### config.mk
export PLATFORM = sky130hd
export DESIGN_NAME = axis_calibrate_deadzone
export DESIGN_NICKNAME = d
export VERILOG_FILES = /design/src/sv/acd_pkg.sv /design/src/sv/axis_calibrate_deadzone.sv
export SDC_FILE = /design/constraint.sdc
export NUM_CORES = 1
export LEC_CHECK = 0
export BUFFER_PORTS_ARGS = -buffer_cell sky130_fd_sc_hd__buf_4
export CORE_ASPECT_RATIO = 0.8
export CORE_MARGIN = 2
export CORE_UTILIZATION = 45
export CTS_BUF_LIST = sky130_fd_sc_hd__clkbuf_2
export DETAILED_ROUTE_END_ITERATION = 6
export PLACE_DENSITY = 0.63
export SLEW_MARGIN = 30
export SYNTH_ARGS = -nofsm -noshare
export SYNTH_HDL_FRONTEND = slang
export SYNTH_SLANG_ARGS = --single-unit
### constraint.sdc
create_clock -name clk_i -period 5.4 [get_ports clk_i]
set_input_delay 0 -clock clk_i [delete_from_list [all_inputs] [get_ports clk_i]]
set_output_delay 0 -clock clk_i [all_outputs]
set_load 0.02 [all_outputs]
### src/sv/acd_pkg.sv
// Shared constants and command codes for the axis calibration and dead-zone block.
// No dependencies; imported by axis_calibrate_deadzone.
`timescale 1ns / 1ps

package acd_pkg;

  localparam int SAMPLE_BITS_DEF    = 16;
  localparam int GAIN_FRAC_BITS_DEF = 16;

  localparam int APB_DW = 32;
  localparam int APB_AW = 3;

  typedef enum logic [1:0] {
    CMD_SAMPLE   = 2'd0,
    CMD_BEGIN    = 2'd1,
    CMD_FINISH   = 2'd2,
    CMD_RECENTER = 2'd3
  } cmd_e;

  typedef enum logic {
    REG_CENTER   = 1'b0,
    REG_DEADZONE = 1'b1
  } reg_e;

endpackage

### src/sv/axis_calibrate_deadzone.sv
// Axis calibration with a center dead zone: bit-serial gain divider and mapping multiplier.
// Depends on acd_pkg for parameter defaults, APB widths and command codes.
//
//   channel   signals                                   direction
//   input     in_valid_i, in_stall_o, command_i,        in
//             raw_sample_i
//   output    out_valid_o, out_stall_i, axis_value_o    out
//   config    psel, penable, pwrite, paddr, pwdata,     in / out
//             prdata, pready
//
// A mapped sample runs through the shift-add multiplier (one multiplier bit per cycle)
// before the emit step; inside the dead zone or at or below the seen minimum, it goes straight
// to the emit step. A calibration sample or a recenter that passes its range check runs
// the two restoring dividers that work side by side one quotient bit per cycle.
// Other commands and a refused recenter leave the block idle.
// Reset needs no clearing pass. A finished item waits in the output register while the next
// item is accepted; stall on the output holds the emit step once a second result is ready.
`timescale 1ns / 1ps

module axis_calibrate_deadzone #(
  parameter int SAMPLE_BITS    = acd_pkg::SAMPLE_BITS_DEF,
  parameter int GAIN_FRAC_BITS = acd_pkg::GAIN_FRAC_BITS_DEF
) (
  input  logic                          clk_i,
  input  logic                          rst_ni,

  input  logic                          in_valid_i,
  output logic                          in_stall_o,
  input  acd_pkg::cmd_e                 command_i,
  input  logic signed [SAMPLE_BITS-1:0] raw_sample_i,

  output logic                          out_valid_o,
  input  logic                          out_stall_i,
  output logic signed [SAMPLE_BITS-1:0] axis_value_o,

  input  logic                          psel,
  input  logic                          penable,
  input  logic                          pwrite,
  input  logic [acd_pkg::APB_AW-1:0]    paddr,
  input  logic [acd_pkg::APB_DW-1:0]    pwdata,
  output logic [acd_pkg::APB_DW-1:0]    prdata,
  output logic                          pready
);

  import acd_pkg::*;

  localparam int S  = SAMPLE_BITS;
  localparam int F  = GAIN_FRAC_BITS;
  localparam int G  = F + 8;
  localparam int W  = S + 2;
  localparam int CW = $clog2(S + F + 1);

  localparam logic [S-1:0] SMP_MIN    = {1'b1, {(S-1){1'b0}}};
  localparam logic [S-1:0] SMP_MAX    = {1'b0, {(S-1){1'b1}}};
  localparam logic [G-1:0] GAIN_UNITY = {7'd0, 1'b1, {F{1'b0}}};
  localparam logic [G-1:0] GAIN_MAX   = {G{1'b1}};

  typedef enum logic [2:0] {
    ST_IDLE,
    ST_MUL,
    ST_EMIT,
    ST_DSET,
    ST_DIV
  } state_e;

  state_e          state_q;
  logic [S-1:0]    center_q;
  logic [S-2:0]    dz_q;
  logic [S-1:0]    min_q, max_q;
  logic [G-1:0]    gain_lo_q, gain_hi_q;
  logic            cal_q;
  logic [CW-1:0]   cnt_q;
  logic [G-1:0]    ph_q;
  logic [S-1:0]    pl_q;
  logic            side_low_q;
  logic            use_prod_q;
  logic [S-1:0]    res_q;
  logic            out_valid_q;
  logic [S-1:0]    axis_q;
  logic [S-1:0]    rem_lo_q, rem_hi_q, div_lo_q, div_hi_q;
  logic [G-1:0]    quo_lo_q, quo_hi_q;
  logic            ovf_lo_q, ovf_hi_q, ok_lo_q, ok_hi_q;

  logic                cfg_wr;
  logic                in_acc;
  logic signed [W-1:0] x_w, c_w, dz_w, min_w, max_w;
  logic signed [W-1:0] lo_edge, hi_edge, off_lo, off_hi, den_lo, den_hi;
  logic                below, above, off_lo_pos, recenter_ok;
  logic [G:0]          mul_sum;
  logic [G+S-1:0]      prod;
  logic [S+7:0]        prod_sh;
  logic [S-1:0]        prod_res;
  logic                numbit;
  logic [S:0]          rsh_lo, rsh_hi, rdf_lo, rdf_hi;
  logic                geq_lo, geq_hi;
  logic [S-1:0]        rnx_lo, rnx_hi;

  assign pready       = 1'b1;
  assign cfg_wr       = psel && penable && pwrite;
  assign in_stall_o   = (state_q != ST_IDLE);
  assign in_acc       = in_valid_i && !in_stall_o;
  assign out_valid_o  = out_valid_q;
  assign axis_value_o = axis_q;

  always_comb begin
    unique case (reg_e'(paddr[2]))
      REG_CENTER:   prdata = {{(APB_DW-S){center_q[S-1]}}, center_q};
      REG_DEADZONE: prdata = {{(APB_DW-S+1){1'b0}}, dz_q};
    endcase
  end

  always_ff @(posedge clk_i or negedge rst_ni) begin
    if (!rst_ni) begin
      center_q <= '0;
      dz_q     <= '0;
    end else if (cfg_wr) begin
      unique case (reg_e'(paddr[2]))
        REG_CENTER:   center_q <= pwdata[S-1:0];
        REG_DEADZONE: dz_q     <= pwdata[S-2:0];
      endcase
    end
  end

  always_comb begin
    x_w     = {{2{raw_sample_i[S-1]}}, raw_sample_i};
    c_w     = {{2{center_q[S-1]}}, center_q};
    dz_w    = {3'd0, dz_q};
    min_w   = {{2{min_q[S-1]}}, min_q};
    max_w   = {{2{max_q[S-1]}}, max_q};
    lo_edge = c_w - dz_w;
    hi_edge = c_w + dz_w;
    off_lo  = x_w - min_w;
    off_hi  = x_w - hi_edge;
    den_lo  = lo_edge - min_w;
    den_hi  = max_w - hi_edge;
    below   = x_w < lo_edge;
    above   = x_w > hi_edge;
    off_lo_pos  = !off_lo[W-1] && (off_lo != '0);
    recenter_ok = (center_q != SMP_MIN) && (center_q != SMP_MAX) && !dz_q[S-2];
  end

  // shift-add multiply, multiplier bits leave pl_q as product bits enter
  always_comb begin
    mul_sum = {1'b0, ph_q} + (pl_q[0] ? {1'b0, (side_low_q ? gain_lo_q : gain_hi_q)} : '0);
    prod    = {ph_q, pl_q};
    prod_sh = prod[G+S-1:F];
    if (side_low_q) begin
      prod_res = (|prod_sh[S+7:S]) ? SMP_MAX : {~prod_sh[S-1], prod_sh[S-2:0]};
    end else begin
      prod_res = (|prod_sh[S+7:S-1]) ? SMP_MAX : prod_sh[S-1:0];
    end
  end

  // restoring division of 2^(S-1+F); numerator has a single one at its top bit
  always_comb begin
    numbit = (cnt_q == '0);
    rsh_lo = {rem_lo_q, numbit};
    rsh_hi = {rem_hi_q, numbit};
    rdf_lo = rsh_lo - {1'b0, div_lo_q};
    rdf_hi = rsh_hi - {1'b0, div_hi_q};
    geq_lo = rsh_lo >= {1'b0, div_lo_q};
    geq_hi = rsh_hi >= {1'b0, div_hi_q};
    rnx_lo = geq_lo ? rdf_lo[S-1:0] : rsh_lo[S-1:0];
    rnx_hi = geq_hi ? rdf_hi[S-1:0] : rsh_hi[S-1:0];
  end

  always_ff @(posedge clk_i or negedge rst_ni) begin
    if (!rst_ni) begin
      state_q     <= ST_IDLE;
      min_q       <= SMP_MIN;
      max_q       <= SMP_MAX;
      gain_lo_q   <= GAIN_UNITY;
      gain_hi_q   <= GAIN_UNITY;
      cal_q       <= 1'b0;
      cnt_q       <= '0;
      ph_q        <= '0;
      pl_q        <= '0;
      side_low_q  <= 1'b0;
      use_prod_q  <= 1'b0;
      res_q       <= '0;
      out_valid_q <= 1'b0;
      axis_q      <= '0;
      rem_lo_q    <= '0;
      rem_hi_q    <= '0;
      div_lo_q    <= '0;
      div_hi_q    <= '0;
      quo_lo_q    <= '0;
      quo_hi_q    <= '0;
      ovf_lo_q    <= 1'b0;
      ovf_hi_q    <= 1'b0;
      ok_lo_q     <= 1'b0;
      ok_hi_q     <= 1'b0;
    end else begin
      if (out_valid_q && !out_stall_i && (state_q != ST_EMIT)) begin
        out_valid_q <= 1'b0;
      end
      unique case (state_q)
        ST_IDLE: begin
          if (in_acc) begin
            unique case (command_i)
              CMD_SAMPLE: begin
                if (cal_q) begin
                  if (x_w < min_w) begin
                    min_q <= raw_sample_i;
                  end
                  if (x_w > max_w) begin
                    max_q <= raw_sample_i;
                  end
                  state_q <= ST_DSET;
                end else if (below) begin
                  if (off_lo_pos) begin
                    pl_q       <= off_lo[S-1:0];
                    ph_q       <= '0;
                    side_low_q <= 1'b1;
                    use_prod_q <= 1'b1;
                    cnt_q      <= '0;
                    state_q    <= ST_MUL;
                  end else begin
                    res_q      <= SMP_MIN;
                    use_prod_q <= 1'b0;
                    state_q    <= ST_EMIT;
                  end
                end else if (above) begin
                  pl_q       <= off_hi[S-1:0];
                  ph_q       <= '0;
                  side_low_q <= 1'b0;
                  use_prod_q <= 1'b1;
                  cnt_q      <= '0;
                  state_q    <= ST_MUL;
                end else begin
                  res_q      <= '0;
                  use_prod_q <= 1'b0;
                  state_q    <= ST_EMIT;
                end
              end
              CMD_BEGIN: begin
                if (!cal_q) begin
                  cal_q     <= 1'b1;
                  min_q     <= SMP_MAX;
                  max_q     <= SMP_MIN;
                  gain_lo_q <= GAIN_UNITY;
                  gain_hi_q <= GAIN_UNITY;
                end
              end
              CMD_FINISH: begin
                cal_q <= 1'b0;
              end
              CMD_RECENTER: begin
                if (recenter_ok) begin
                  state_q <= ST_DSET;
                end
              end
            endcase
          end
        end
        ST_MUL: begin
          ph_q  <= mul_sum[G:1];
          pl_q  <= {mul_sum[0], pl_q[S-1:1]};
          cnt_q <= cnt_q + CW'(1);
          if (cnt_q == CW'(S - 1)) begin
            state_q <= ST_EMIT;
          end
        end
        ST_EMIT: begin
          if (!out_valid_q || !out_stall_i) begin
            out_valid_q <= 1'b1;
            axis_q      <= use_prod_q ? prod_res : res_q;
            state_q     <= ST_IDLE;
          end
        end
        ST_DSET: begin
          ok_lo_q  <= !den_lo[W-1] && (den_lo != '0);
          ok_hi_q  <= !den_hi[W-1] && (den_hi != '0);
          div_lo_q <= den_lo[S-1:0];
          div_hi_q <= den_hi[S-1:0];
          rem_lo_q <= '0;
          rem_hi_q <= '0;
          quo_lo_q <= '0;
          quo_hi_q <= '0;
          ovf_lo_q <= 1'b0;
          ovf_hi_q <= 1'b0;
          cnt_q    <= '0;
          state_q  <= ST_DIV;
        end
        ST_DIV: begin
          rem_lo_q <= rnx_lo;
          rem_hi_q <= rnx_hi;
          quo_lo_q <= {quo_lo_q[G-2:0], geq_lo};
          quo_hi_q <= {quo_hi_q[G-2:0], geq_hi};
          ovf_lo_q <= ovf_lo_q | quo_lo_q[G-1];
          ovf_hi_q <= ovf_hi_q | quo_hi_q[G-1];
          cnt_q    <= cnt_q + CW'(1);
          if (cnt_q == CW'(S + F - 1)) begin
            gain_lo_q <= !ok_lo_q ? GAIN_UNITY :
                         (ovf_lo_q | quo_lo_q[G-1]) ? GAIN_MAX : {quo_lo_q[G-2:0], geq_lo};
            gain_hi_q <= !ok_hi_q ? GAIN_UNITY :
                         (ovf_hi_q | quo_hi_q[G-1]) ? GAIN_MAX : {quo_hi_q[G-2:0], geq_hi};
            state_q   <= ST_IDLE;
          end
        end
        default: begin
          state_q <= ST_IDLE;
        end
      endcase
    end
  end

endmodule
### After elaboration in Yosys (flattened, before gate mapping)

Index checks and enable logic that the tools add are counted.

* flip-flop bits (word level): 312
* latch bits: 0
* memory bits (writable): 0
* memory bits (read-only): 0
* input port bits: 60
* output and inout bits: 51
* word-level logic and storage cells: 204
* memories: 0

* $add $sub $neg: 10
* $mul: 0
* divide/modulo/power cells: 0
* $lt $le $gt $ge: 6
* equal/unequal tests: 30
* shift-type cells: 0
* muxes and demuxes: 79
* bitwise operators: 5
* reduce and logical (&&, ||, !) cells: 48

Operators by type and width (count)
* two-way mux 24 bit: 17
* two-way mux 16 bit: 21
* case mux 24 bit (2 select lines): 5
* case mux 16 bit (2 select lines): 5
* case mux 32 bit (2 select lines): 1
* nonzero test 18 bit: 3
* subtractor 16 bit: 3
* AND reduction 6 bit: 7
* two-way mux 6 bit: 6
* >= comparator 17 x 16 -> 1 bit: 2
* subtractor 16 x 16 -> 17 bit: 2
* adder 24 x 24 -> 25 bit: 1
* != test 2 bit (second input constant): 11
* two-way mux 3 bit: 7
* case mux 6 bit (3 select lines): 1
* subtractor 16 x 17 -> 18 bit: 1
* subtractor 17 x 16 -> 18 bit: 1
* adder 16 x 16 -> 17 bit: 1
* > comparator 16 x 17 -> 1 bit: 1
* less-than comparator 16 x 17 -> 1 bit: 1
* > comparator 16 bit: 1
* less-than comparator 16 bit: 1
* != test 16 x 15 -> 1 bit (second input constant): 1
* != test 16 bit (second input constant): 1
* 34 further kinds: 77

### Depth between registers and ports, before layout

* word-level depth: 9
* mapped depth: 28
* depth with buffers taken out: 26

### Least setup slack after synthesis

OpenSTA, ideal clock, no wires.

* kind: flip-flop to flip-flop
* start point: register center_q[2]
* end point: register pl_q[12]
* setup time: 125 ps
* arrival: 4969 ps
* required time: 5275 ps
* path slack: 307 ps
* cell stages (with the launch flop): 24
* buffers on the path: 0
* clock period less this slack: 5093 ps
* path through: dfrtp_1 -> ha_1 -> nor2b_1 -> o21ai_0 -> nand2b_1 -> a21oi_1 -> o21bai_1 -> a21oi_1 -> o21bai_1 -> a41o_1 -> o211a_1 -> o21ai_0 -> o31ai_1 -> ha_1 -> a21o_1 -> nand2_1 -> a31oi_1 -> a21oi_1 -> o21ai_1 -> nor4b_1 -> nand4_1 -> o311a_2 -> a31oi_4 -> mux2_2

* longest elaborated chain between the ends: 8
* elaborated cells on any way between the ends: 14
* classes of those cells: add/sub (3); order compare (2); eq/ne (2); mux (6); reduce/logical (1)

Ends and longest elaborated chain
* start: declaration: RTL line axis_calibrate_deadzone.sv:67 `logic [S-1:0] center_q;`
* start signal: assignment: RTL line axis_calibrate_deadzone.sv:118 `REG_CENTER: center_q <= pwdata[S-1:0];`
* adder 16 x 16 -> 17 bit: RTL line axis_calibrate_deadzone.sv:131 `hi_edge = c_w + dz_w;`
* subtractor 16 bit: RTL line axis_calibrate_deadzone.sv:133 `off_hi = x_w - hi_edge;`
* two-way mux 16 bit: RTL line axis_calibrate_deadzone.sv:223 `end else if (above) begin`
* two-way mux 16 bit: RTL line axis_calibrate_deadzone.sv:210 `end else if (below) begin`
* two-way mux 16 bit: RTL line axis_calibrate_deadzone.sv:202 `if (cal_q) begin`
* two-way mux 16 bit: RTL line axis_calibrate_deadzone.sv:200 `unique case (command_i)`
* two-way mux 16 bit: RTL line axis_calibrate_deadzone.sv:199 `if (in_acc) begin`
* case mux 16 bit (2 select lines): RTL line axis_calibrate_deadzone.sv:197 `unique case (state_q)`
* end signal: assignment: RTL line axis_calibrate_deadzone.sv:212 `pl_q <= off_lo[S-1:0];`
* end signal: assignment: RTL line axis_calibrate_deadzone.sv:224 `pl_q <= off_hi[S-1:0];`
* end signal: assignment: RTL line axis_calibrate_deadzone.sv:258 `pl_q <= {mul_sum[0], pl_q[S-1:1]};`
* end: declaration: RTL line axis_calibrate_deadzone.sv:74 `logic [S-1:0] pl_q;`

Parallel ways exist; a longest one is shown, timed or not. The select of a mux whose other input is x is not followed.
A chain may end at the register's enable or synchronous reset.

### Worst setup path in the final report

* start point: register center_q[1]
* end point: register pl_q[12]

Same word-level chain as after synthesis.

==> impl_results.md <==
* Worst path slowest cell: dfrtp_2
* Area share of the leading cell type in the synthesized netlist at 0.334
* Clk root buf: clkbuf_2
* CP Launch Type: register
* VDD IR-drop max at 0.317 mV
* Final ANT Viol Nets at 0
* CP max stage delay at 0.47 ns
* Number of synthesized flops with an enable pin at 0
* Leak Pwr at 11.4 nW
* CP Class: register to register
* Drt pass-1 iters at 6
* Vias in the first global route at 17942
* DR WL/cell at 18.5 um
* Tot Pwr at 0.0151 W
* Utilization after layout at 0.532
* IO Pins at 111
* Pin count of the biggest net entering global routing at 168
* Syn_nets at 2607
* Status: finished clean
* Clk_skew at 0.0798 ns
* Setup tns final at 0 ns
* Die X at 245 um
* Starting density of the core at 0.457
* Antenna violations before repair at 4
* Fmax at 0.192 GHz
* Final setup fails at 0
* Tmin final at 5.21 ns
* Area grow syn2layout at 16.5%
* Total track usage at 0.250
* #FFs+latches synth at 297
* Global-route wire length before repair at 95.8 mm
* IO buf count at 91
* Pwr dens at 618 mW/mm^2
* Die ar. at 0.0482 sq mm
* Hold WC Path Type: primary input to asynchronous set/reset pin
* Yosys warns at 0
* Final #Nets at 2825
* Sequential cell area fraction in the yosys report at 0.356
* Placed cells at 2971
* Synth unique cells at 85
* CTS Sinks at 297
* CTS Buffer Depth at 3
* GP Congestion at 0.914
* Slew Limit Headroom at 0.370
* DP HPWL at 41.3 mm
* DR vias/cell at 5.64
* Commonest cells post-synth: 328 x o21ai_0, 279 x dfrtp_1, 250 x nand2_1
* Worst-margin pin slew at 0.941 ns
* CTS tree: yes
* DRC at 0
* CORE AREA at 0.0458 sq mm
* Routed WL at 60.0 mm
* Async SR Flop Fraction at 1.00
* Pins over their slew limit at 0
* Crit path max-delay family: compound AO/OA/AOI/OAI gates
* Top post-synthesis cells by area: dfrtp_1 33%, ha_1 11%, o21ai_0 7.8%
* Flip-flop and latch area at 0.00746 sq mm
* Std cell rows at 70
* Initial DRC Count at 1234
* Post-Synthesis Mean Instance Area at 8.90 sq um
* Synth Instances at 2350
* WP buf/inv at 1
* Crit-path cells: ha_1 > nor2b_1 > o21ai_0 > nand2b_1 > a21oi_1 > o21bai_1 > a21oi_2 > o2111ai_1 > o211ai_1 > o2111ai_1 > a21oi_2 > xnor2_1 > ha_1 > and4_1 > o211ai_1 > o21ai_2 > nor4b_2 > nand4_1 > o311a_4 > a31oi_4 > buf_4 > mux2_2
* H-tree Lvls at 3
* CTS Buf Count at 80
* Cell with the most instances after synthesis: o21ai_0
* Final Hold Violating Endpoints at 0
* Fill cells at 4171
* Critical path data arrival time at 6.12 ns
* Element type at the critical path end: register
* Die height at 197 um
* Final Non-Filler Cells at 3247
* Worst Path Required at 6.31 ns
* GR Overflow Total at 0
* Clk Latency, worst-skew pair at 1.06 ns
* Max cap viols at 0
* Top_reg_cell synth: dfrtp_1
* Multi-input logic area at 0.0125 sq mm
* Leading area contributor after synthesis: dfrtp_1
* Layout cells sized above 1 at 0.148
* Crit-path max FO at 7
* Mapped cell area at 0.0209 sq mm
* Period utilisation layout at 0.965
* Final hold slack at 0.102 ns
* Clk slew on worst S/H paths at 0.11 ns
* Total vias in the final route at 18307
[metrics by stage]
stage               area (sq um)  setup WS [ns]
floorplan                  20900          0.307
global placement           22100          0.137
detailed placement         22100        0.00251
CTS                        24100        0.00116
global route               24400        -0.0466
finish                     24400          0.190
[area by class of cell]
cell class,instances,area share
Antenna cell,5,0.000514
Clock inverter,27,0.00806
Timing Repair Buffer,251,0.0930
Sequential cell,297,0.306
Multi-Input combinational cell,1787,0.514
Tap cell,612,0.0314
Inverter,151,0.0233
Clock buffer,117,0.0240
[sequential cells by signal (all words and copies together) (netlist names), 3 cells and up]
register      cells
axis_value_o     16
center_q         16
cnt_q             6
div_hi_q         16
div_lo_q         16
dz_q             15
gain_hi_q        24
gain_lo_q        24
max_q            16
min_q            16
ph_q             24
pl_q             16
quo_hi_q         24
quo_lo_q         24
rem_hi_q         16
rem_lo_q         16
state_q           3
[cell usage in the layout (no fill, tap or decap), types with 18 or more instances in the layout]
| master | instances |
|---|---|
| xnor2_1 | 72 |
| xor2_1 | 44 |
| nand2_1 | 249 |
| dfstp_2 | 18 |
| nor3_1 | 28 |
| a21oi_1 | 103 |
| a22o_1 | 56 |
| nand3_1 | 34 |
| o21a_1 | 23 |
| mux2i_1 | 70 |
| dfrtp_1 | 277 |
| mux2_2 | 47 |
| inv_1 | 149 |
| o21bai_1 | 18 |
| o21ai_0 | 326 |
| nor2_1 | 114 |
| nor2b_1 | 55 |
| dlygate4sd3_1 | 113 |
| clkbuf_2 | 117 |
| buf_4 | 128 |
| a21o_1 | 42 |
| nand4_1 | 21 |
| nand2b_1 | 42 |
| ha_1 | 186 |
| clkinv_1 | 18 |
[repair_timing]
action                                  in CTS  in global routing
pin swaps                                    0                 10
resized for setup                            1                 32
endpoints found under the setup margin       2                 49
endpoints found under the hold margin      464                  0
buffers inserted                             0                 10
hold buffers                               114                  0
gates cloned                                 0                  2
[logic make-up (layout without fill, tap and decap cells)]
kind of cell | count (synthesis) | in the layout | share of synthesized area
compound gates | 721 | 721 | 0.215
simple gates | 629 | 629 | 0.143
flops | 297 | 297 | 0.356
buf+inv | 266 | 546 | 0.0529
fa+ha+maj | 199 | 199 | 0.122
xor+xnor | 120 | 120 | 0.0516
mux | 117 | 117 | 0.0588
other cells | 1 | 6 | 0.000179
[worst min-delay path: stages]
cell and delay [ns]:
dlygate4sd3_1 0.52, dlygate4sd3_1 0.60, buf_8 0.14, buf_16 0.26
[path summary, 6_finish.rpt]
kind	slack (ns)	start	cells past startpoint	end
setup / recovery	0.19	center_q[1]	22	pl_q[12]
hold / removal	0.10	rst_ni	4	div_lo_q[2]
setup reg to reg	0.19	center_q[1]	22	pl_q[12]
hold reg to reg	0.48	gain_hi_q[4]	2	gain_hi_q[4]
max in group asynchronous	4.36	rst_ni	5	quo_hi_q[5]
min in group clk_i	0.10	command_i[0]	5	state_q[0]
[routing by layer]
layer | global-route usage | part of all wire | vias to the layer above
li1 | - | - | 8827
met1 | 0.353 | 0.47 | 8788
met2 | 0.368 | 0.42 | 545
met3 | 0.0600 | 0.070 | 147
met4 | 0.0987 | 0.038 | 0
met5 | 0 | 0 | -
[power by group]
group          internal (W)  total [W]  leakage [nW]  switching, W
logic               0.00406    0.00998          6.96       0.00592
registers           0.00282    0.00334          3.88      0.000516
clock network      0.000728    0.00174         0.576       0.00101
Note: power is estimated with default switching activity, not from simulation.
